===== src/rtl/dseq_pkg.sv =====
// Shared types and constants for the keypad tone sequencer.
package dseq_pkg;

  localparam int DIGITS    = 32;
  localparam int ADDR_W    = $clog2(DIGITS);
  localparam int TICK_W    = 16;
  localparam int CHAR_W    = 8;
  localparam int CODE_W    = 3;
  localparam int CFG_IDX_W = 1;

  // highest fill level: one slot of the store stays unused
  localparam logic [ADDR_W-1:0] FILL_MAX = ADDR_W'(DIGITS - 1);

  localparam logic [TICK_W-1:0] MARK_RST  = 16'd70;
  localparam logic [TICK_W-1:0] SPACE_RST = 16'd120;

  localparam logic [CFG_IDX_W-1:0] CFG_MARK  = 1'b0;
  localparam logic [CFG_IDX_W-1:0] CFG_SPACE = 1'b1;

  localparam logic [CODE_W-1:0] KIND_LOAD      = 3'd0;
  localparam logic [CODE_W-1:0] KIND_START_OK  = 3'd1;
  localparam logic [CODE_W-1:0] KIND_START_REJ = 3'd2;
  localparam logic [CODE_W-1:0] KIND_STOP_OK   = 3'd3;
  localparam logic [CODE_W-1:0] KIND_TICK      = 3'd4;

  localparam logic [CODE_W-1:0] ACT_NONE  = 3'd0;
  localparam logic [CODE_W-1:0] ACT_START = 3'd1;
  localparam logic [CODE_W-1:0] ACT_STOP  = 3'd2;
  localparam logic [CODE_W-1:0] ACT_DONE  = 3'd3;
  localparam logic [CODE_W-1:0] ACT_REJ   = 3'd4;
  localparam logic [CODE_W-1:0] ACT_BUSY  = 3'd5;

  typedef struct packed {
    logic [CODE_W-1:0] kind;
    logic [CHAR_W-1:0] digit;
    logic              last_digit;
  } item_t;

  typedef struct packed {
    logic [CODE_W-1:0] action;
    logic [CHAR_W-1:0] tone_digit;
  } result_t;

  typedef struct packed {
    logic              en;
    logic [ADDR_W-1:0] addr;
    logic [CHAR_W-1:0] data;
  } store_wr_t;

endpackage


===== src/rtl/dtmf_digit_sequencer.sv =====
// Top level of the keypad tone sequencer: input and result registers around the control.
//
// Use: each input transfer on in_* carries one event (load a keypad character,
// start accepted, start rejected, stop accepted, or a timer tick). Every event
// gives exactly one result transfer on out_*: an action code, plus the
// character to tone when the action is send start.
// Settings are written on cfg_*: index 0 sets the tone-on length, index 1 the
// pause length, both in ticks; a write takes effect at the clock edge where
// cfg_we is high and should be made while no event is in flight.
// Path: a taken event sits in the input register until the result register is free,
// then the control's result for it is loaded there and offered on out_*.
// Throughput: one event per cycle while not stalled; the store is read ahead
// at the next read position, so phase update, timer decrement and lookup fit one step.
// Stall: if out_ready is low the result holds, the input register still
// takes one more event, and in_ready drops until the result is taken.
// Reset (rst_n low at a clock edge): the block goes idle with an empty
// string, the timer disarmed and the lengths back to 70 and 120 ticks.
module dtmf_digit_sequencer import dseq_pkg::*; (
  input  logic                 clk,
  input  logic                 rst_n,
  input  logic                 in_valid,
  output logic                 in_ready,
  input  item_t                in_data,
  output logic                 out_valid,
  input  logic                 out_ready,
  output result_t              out_data,
  input  logic                 cfg_we,
  input  logic [CFG_IDX_W-1:0] cfg_idx,
  input  logic [TICK_W-1:0]    cfg_wdata
);

  item_t             in_r;
  logic              in_v_r;
  result_t           out_r;
  logic              out_v_r;
  logic              proc_fire;
  result_t           result;
  store_wr_t         wr;
  logic [ADDR_W-1:0] rd_addr;
  logic [CHAR_W-1:0] rd_data;

  assign proc_fire = in_v_r && (!out_v_r || out_ready);
  assign in_ready  = !in_v_r || proc_fire;
  assign out_valid = out_v_r;
  assign out_data  = out_r;

  dseq_store #(
    .WIDTH (CHAR_W),
    .DEPTH (DIGITS)
  ) u_store (
    .clk     (clk),
    .wr_en   (wr.en),
    .wr_addr (wr.addr),
    .wr_data (wr.data),
    .rd_addr (rd_addr),
    .rd_data (rd_data)
  );

  dseq_ctrl u_ctrl (
    .clk       (clk),
    .rst_n     (rst_n),
    .fire      (proc_fire),
    .item      (in_r),
    .cfg_we    (cfg_we),
    .cfg_idx   (cfg_idx),
    .cfg_wdata (cfg_wdata),
    .rd_data   (rd_data),
    .rd_addr   (rd_addr),
    .wr        (wr),
    .result    (result)
  );

  always_ff @(posedge clk) begin
    if (!rst_n) begin
      in_v_r  <= 1'b0;
      out_v_r <= 1'b0;
    end else begin
      if (in_valid && in_ready) begin
        in_v_r <= 1'b1;
      end else if (proc_fire) begin
        in_v_r <= 1'b0;
      end
      if (proc_fire) begin
        out_v_r <= 1'b1;
      end else if (out_ready) begin
        out_v_r <= 1'b0;
      end
    end
  end

  // payload registers: hold until the next transfer
  always_ff @(posedge clk) begin
    if (in_valid && in_ready) begin
      in_r <= in_data;
    end
    if (proc_fire) begin
      out_r <= result;
    end
  end

endmodule


===== src/rtl/dseq_store.sv =====
// Generic RAM: one write port and one registered read port.
module dseq_store #(
  parameter int WIDTH = 8,
  parameter int DEPTH = 32
) (
  input  logic                     clk,
  input  logic                     wr_en,
  input  logic [$clog2(DEPTH)-1:0] wr_addr,
  input  logic [WIDTH-1:0]         wr_data,
  input  logic [$clog2(DEPTH)-1:0] rd_addr,
  output logic [WIDTH-1:0]         rd_data
);

  logic [WIDTH-1:0] mem_r [DEPTH];
  logic [WIDTH-1:0] rd_data_r;

  always_ff @(posedge clk) begin
    if (wr_en) begin
      mem_r[wr_addr] <= wr_data;
    end
    rd_data_r <= mem_r[rd_addr];
  end

  assign rd_data = rd_data_r;

endmodule


===== src/rtl/dseq_ctrl.sv =====
// Sequencer control: phase machine, timer, fill and read pointers, settings.
module dseq_ctrl import dseq_pkg::*; (
  input  logic                 clk,
  input  logic                 rst_n,
  input  logic                 fire,
  input  item_t                item,
  input  logic                 cfg_we,
  input  logic [CFG_IDX_W-1:0] cfg_idx,
  input  logic [TICK_W-1:0]    cfg_wdata,
  input  logic [CHAR_W-1:0]    rd_data,
  output logic [ADDR_W-1:0]    rd_addr,
  output store_wr_t            wr,
  output result_t              result
);

  typedef enum logic [2:0] {
    PH_IDLE,
    PH_START,
    PH_MARK,
    PH_STOP,
    PH_SPACE
  } phase_t;

  phase_t            phase_r, phase_nxt;
  logic [ADDR_W-1:0] read_pos_r, read_pos_nxt;
  logic [ADDR_W-1:0] fill_r, fill_nxt;
  logic [TICK_W-1:0] timer_r, timer_nxt;
  logic              armed_r, armed_nxt;
  logic [TICK_W-1:0] mark_r, space_r;
  logic              fwd_v_r, fwd_v_nxt;
  logic [CHAR_W-1:0] fwd_data_r;
  logic [CHAR_W-1:0] rd_val;

  // read ahead at the next position so the store output lines up with read_pos_r
  assign rd_addr = read_pos_nxt;

  // a write to the address being read lands after the read; forward it
  assign fwd_v_nxt = wr.en && (wr.addr == read_pos_nxt);
  assign rd_val    = fwd_v_r ? fwd_data_r : rd_data;

  always_comb begin
    phase_nxt         = phase_r;
    read_pos_nxt      = read_pos_r;
    fill_nxt          = fill_r;
    timer_nxt         = timer_r;
    armed_nxt         = armed_r;
    wr                = '0;
    result.action     = ACT_NONE;
    result.tone_digit = '0;
    if (fire) begin
      unique case (item.kind)
        KIND_LOAD: begin
          if (phase_r != PH_IDLE) begin
            if (item.last_digit) begin
              result.action = ACT_BUSY;
            end
          end else begin
            if (fill_r != FILL_MAX) begin
              wr.en    = 1'b1;
              wr.addr  = fill_r;
              wr.data  = item.digit;
              fill_nxt = fill_r + 1'b1;
            end
            // read pointer rests at zero while idle; the string is never empty here
            if (item.last_digit) begin
              result.action     = ACT_START;
              result.tone_digit = (fill_r == '0) ? item.digit : rd_val;
              read_pos_nxt      = ADDR_W'(1);
              phase_nxt         = PH_START;
            end
          end
        end
        KIND_START_OK: begin
          if (phase_r == PH_START) begin
            timer_nxt = mark_r;
            armed_nxt = 1'b1;
            phase_nxt = PH_MARK;
          end
        end
        KIND_START_REJ: begin
          if (phase_r == PH_START) begin
            phase_nxt     = PH_IDLE;
            read_pos_nxt  = '0;
            fill_nxt      = '0;
            timer_nxt     = '0;
            armed_nxt     = 1'b0;
            result.action = ACT_REJ;
          end
        end
        KIND_STOP_OK: begin
          if (phase_r == PH_STOP) begin
            timer_nxt = space_r;
            armed_nxt = 1'b1;
            phase_nxt = PH_SPACE;
          end
        end
        KIND_TICK: begin
          if (armed_r) begin
            if (timer_r > TICK_W'(1)) begin
              timer_nxt = timer_r - 1'b1;
            end else begin
              // expiry; a zero count expires like a count of one
              timer_nxt = '0;
              armed_nxt = 1'b0;
              if (phase_r == PH_MARK) begin
                phase_nxt     = PH_STOP;
                result.action = ACT_STOP;
              end else if (phase_r == PH_SPACE) begin
                if (read_pos_r >= fill_r) begin
                  phase_nxt     = PH_IDLE;
                  read_pos_nxt  = '0;
                  fill_nxt      = '0;
                  result.action = ACT_DONE;
                end else begin
                  result.action     = ACT_START;
                  result.tone_digit = rd_val;
                  read_pos_nxt      = read_pos_r + 1'b1;
                  phase_nxt         = PH_START;
                end
              end
            end
          end
        end
        default: begin
        end
      endcase
    end
  end

  always_ff @(posedge clk) begin
    if (!rst_n) begin
      phase_r    <= PH_IDLE;
      read_pos_r <= '0;
      fill_r     <= '0;
      timer_r    <= '0;
      armed_r    <= 1'b0;
      mark_r     <= MARK_RST;
      space_r    <= SPACE_RST;
      fwd_v_r    <= 1'b0;
      fwd_data_r <= '0;
    end else begin
      phase_r    <= phase_nxt;
      read_pos_r <= read_pos_nxt;
      fill_r     <= fill_nxt;
      timer_r    <= timer_nxt;
      armed_r    <= armed_nxt;
      fwd_v_r    <= fwd_v_nxt;
      fwd_data_r <= wr.data;
      if (cfg_we) begin
        unique case (cfg_idx)
          CFG_MARK:  mark_r  <= cfg_wdata;
          CFG_SPACE: space_r <= cfg_wdata;
          default: begin
          end
        endcase
      end
    end
  end

endmodule


===== config.mk =====
export PLATFORM = sky130hd
export DESIGN_NAME = dtmf_digit_sequencer
export DESIGN_NICKNAME = d
export VERILOG_FILES = /design/src/rtl/dseq_pkg.sv /design/src/rtl/dtmf_digit_sequencer.sv /design/src/rtl/dseq_store.sv /design/src/rtl/dseq_ctrl.sv
export SDC_FILE = /design/constraint.sdc
export NUM_CORES = 1
export LEC_CHECK = 0
export ABC_AREA = 1
export CAP_MARGIN = 20
export CELL_PAD_IN_SITES_DETAIL_PLACEMENT = 0
export CELL_PAD_IN_SITES_GLOBAL_PLACEMENT = 1
export CORE_MARGIN = 3
export CORE_UTILIZATION = 43
export CTS_BUF_LIST = sky130_fd_sc_hd__clkbuf_4
export DETAILED_ROUTE_END_ITERATION = 12
export DONT_BUFFER_PORTS = 1
export PLACE_DENSITY_LB_ADDON = 0.2
export SLEW_MARGIN = 10
export SYNTH_ARGS = -nofsm -noshare
export SYNTH_HDL_FRONTEND = slang
export SYNTH_SLANG_ARGS = --single-unit
export TNS_END_PERCENT = 10

===== constraint.sdc =====
create_clock -name clk -period 4.97 [get_ports clk]
set_input_delay 0.497 -clock clk [delete_from_list [all_inputs] [get_ports clk]]
set_output_delay 0.497 -clock clk [all_outputs]
set_load 0.01 [all_outputs]

==> results.txt <==
GR Util met2 - 33.9%
CP Launch Type - flip-flop
Post-synthesis simple-gate area fraction - 22.4%
Worst Path Arrival - 4.20 ns
CTS Sinks - 360
Seq/Total Area, Yosys - 61.7%
Hpwl dp - 26800 um
Clk slew on worst S/H paths - 0.07 ns
Setup crit end kind - flip-flop
CP cell instances - ha_1, inv_1, nor3_1, ha_1, nor4_2, inv_1, nor2_1, nand2_1, nor2_1
Final Hold Vio Count - 0
Final Core Density - 49.7%
Vias in the first global route - 12000
Post-synth cell types - 43
Slowest cell delay on critical path - 0.79 ns
First-pass GRT wire length - 67500 um
Worst vdd ir - 0.182 mV
Syn Area/Cell - 9.65 um^2
Worst-Margin Slew - 1.13 ns
Drt initial violations - 990
Area Growth Syn to Fin - 13.1%
Max_cap viols - 0
Pre-CTS setup slack - 1.27 ns
CTS tree - done
RD Place Congestion - 0.823
Number of synthesized register bits - 360
Die footprint - 40100 um^2
Final instance area - 18300 um^2
Most common cell after layout, fill and taps aside - nand2_1
Effective utilization at floorplan - 44.0%
Routed WL - 43600 um
Fin Setup TNS - 0 ns
Hold Crit Depth - 2
Die Wd - 200 um
GRT Total Usage - 21.7%
Final Max Slew Viols - 0
Worst Path Required - 5.36 ns
Most Used Layer, Global Route - met2
Slowest stage cell, crit path - nor2_1
Overall power - 6.31 mW
HP Class - input pin to flip-flop
RR Startpoint - u_ctrl.fill_r[0]$_SDFFE_PN0P_
CP Launch Point - u_ctrl.fill_r[0]$_SDFFE_PN0P_
Crit path max fanout - 15
Post-CTS Resized - 0
Reg-to-reg slack, setup - 1.16 ns
Final WS setup - 1.16 ns
Antenna violations before repair - 2
Most frequent cells in the layout - 337 x nand2_1, 300 x nand3_1, 279 x edfxtp_1
Num CTS Buffers - 94
Status - complete, no violations
Final setup vio count - 0
Min-Delay Endpoint - u_ctrl.fill_r[2]$_SDFFE_PN0P_
Mux cell area share after synthesis - 0.494%
Met3 Track Usage GR - 5.07%
Drt drc - 0
Max-slew headroom - 24.7%
Final Cycle Share - 76.7%
Period minus WS final - 3.81 ns
Clock Latency Late Sink - 0.79 ns
Drt pass-1 iters - 5
Layout Cells excl Fill - 2346
Port bufs - 0
RSZ-0062 raised after global routing - no
PwrDens - 344 nW/um^2
Start point of the worst hold path - rst_n
Post-synthesis xor/xnor area fraction - 0.486%
Skew final - 0.0582 ns
DR WL/cell - 18.6 um
Worst Reg-to-Reg Cells - 9
Core Box Area - 36900 um^2
Critical path class - flip-flop to flip-flop
Largest net degree at the start of global routing - 129
Post-DRT Antenna Nets - 0
H-tree depth - 3
Layout cells sized above 1 - 11.7%
Met1 usage - 29.5%
GRT overflow - 0
CP top delay family - simple AND/OR/NAND/NOR gates
Num rows - 70
Fmax - 262 MHz
Clock Tree Buf Depth - 3
Cells after Synth - 1680
Adder-cell area share of the yosys netlist - 0.926%
Postcts setup bufs - 0
Avg Vias per Cell - 5.19
Leakage - 7.48 nW
Dpl cell area - 16700 um^2
Synth Warn # - 0
Sum of buffers and inverters on the critical path - 2
FF-to-FF End - u_store.mem_r[26][5]$_DFFE_PP_
Die H - 200 um
Hold buffer count at cts - 41
DR vias - 12200
Syn Nets - 1726
Nets - 1808
DP Cell Count - 2128
Clock Tree Root - clkbuf_4
Top Ports - 47
Compound-Gate Fraction of Synth Area - 5.87%
Mapped cell area - 16200 um^2
WHS - 0.106 ns
Main combinational cell family by area after synthesis - simple AND/OR/NAND/NOR gates
## worst max-delay path by stage
stage / slack [ns] / to / cells past startpoint
2_1_floorplan: 2.23 / u_store.mem_r[0][0]$_DFFE_PP_ / 8
3_3_place_gp: 1.37 / u_store.mem_r[26][4]$_DFFE_PP_ / 9
3_5_place_dp: 1.27 / u_store.mem_r[26][4]$_DFFE_PP_ / 9
4_1_cts: 1.23 / u_store.mem_r[26][4]$_DFFE_PP_ / 9
5_1_grt: 0.96 / u_store.mem_r[26][4]$_DFFE_PP_ / 9
6_report: 1.16 / u_store.mem_r[26][5]$_DFFE_PP_ / 9
## kinds of logic (layout without fill, tap and decap cells)
logic type / Yosys count / count (layout)
and+or+nand+nor: 811 / 811
DFF: 360 / 360
buffers and inverters: 316 / 474
AOI/OAI and AO/OA: 164 / 164
adders and majority gates: 12 / 12
xor gates and xnor gates: 9 / 9
muxes: 8 / 8
other: 0 / 4
## layer usage
layer,routed length (um),vias up
met5,0,-
met4,1260,0
met3,3000,86
met2,20100,385
met1,19300,5774
li1,-,5920
## flip-flops by register name, indices dropped and copies added (netlist names), 3 cells and up
signal             flops
in_r                  12
u_ctrl.fwd_data_r      8
u_ctrl.timer_r        16
u_store.mem_r        256
u_ctrl.mark_r         16
u_store.rd_data        8
u_ctrl.phase_r         3
u_ctrl.fill_r          5
out_data              11
u_ctrl.space_r        16
u_ctrl.read_pos_r      5
## worst reg2reg max path, stage by stage (launching register included)
cell and delay [ns]:
dfxtp_1 0.38, ha_1 0.24, inv_1 0.07, nor3_1 0.06, ha_1 0.22, nor4_2 0.48, inv_1 0.42, nor2_1 0.27
nand2_1 0.49, nor2_1 0.79
## layout make-up
type / instances / area [um^2]
Fill cell: 3461 / 18500
Sequential cell: 360 / 10000
Multi-Input combinational cell: 1004 / 4930
Clock buffer: 142 / 1070
Inverter: 235 / 882
Timing Repair Buffer: 67 / 652
Tap cell: 504 / 631
Clock inverter: 30 / 165
Antenna cell: 4 / 10.0
## synthesized netlist by cell type (all sizes together)
cell type	instances	area, um^2
edfxtp	279	8380
nor4	3	25.0
a211oi	13	103
clkinv	6	22.5
clkbuf	23	86.3
nand3	300	1500
o221ai	1	8.76
xor2	8	70.1
dfxtp	81	1620
mux2i	8	80.1
inv	229	860
a311oi	2	17.5
a41oi	1	8.76
a221oi	1	8.76
or2	2	12.5
buf	58	355
a21oi	52	272
ha	12	150
and3	1	6.26
o211ai	7	52.6
nand4	4	25.0
o21ai	58	298
nor3b	1	7.51
o22ai	27	169
nand2	342	1290
a31oi	1	6.26
xnor2	1	8.76
nor2	110	433
nand3b	33	248
o2111ai	1	8.76
nor3	15	75.1
## where the power goes
group	internal, mW	total, mW	switching [mW]
sequential	3.25	3.28	0.0268
combinational	0.143	0.444	0.301
clock	1.37	2.59	1.22
total	4.76	6.31	1.55
Note: power is estimated with default switching activity, not from simulation.
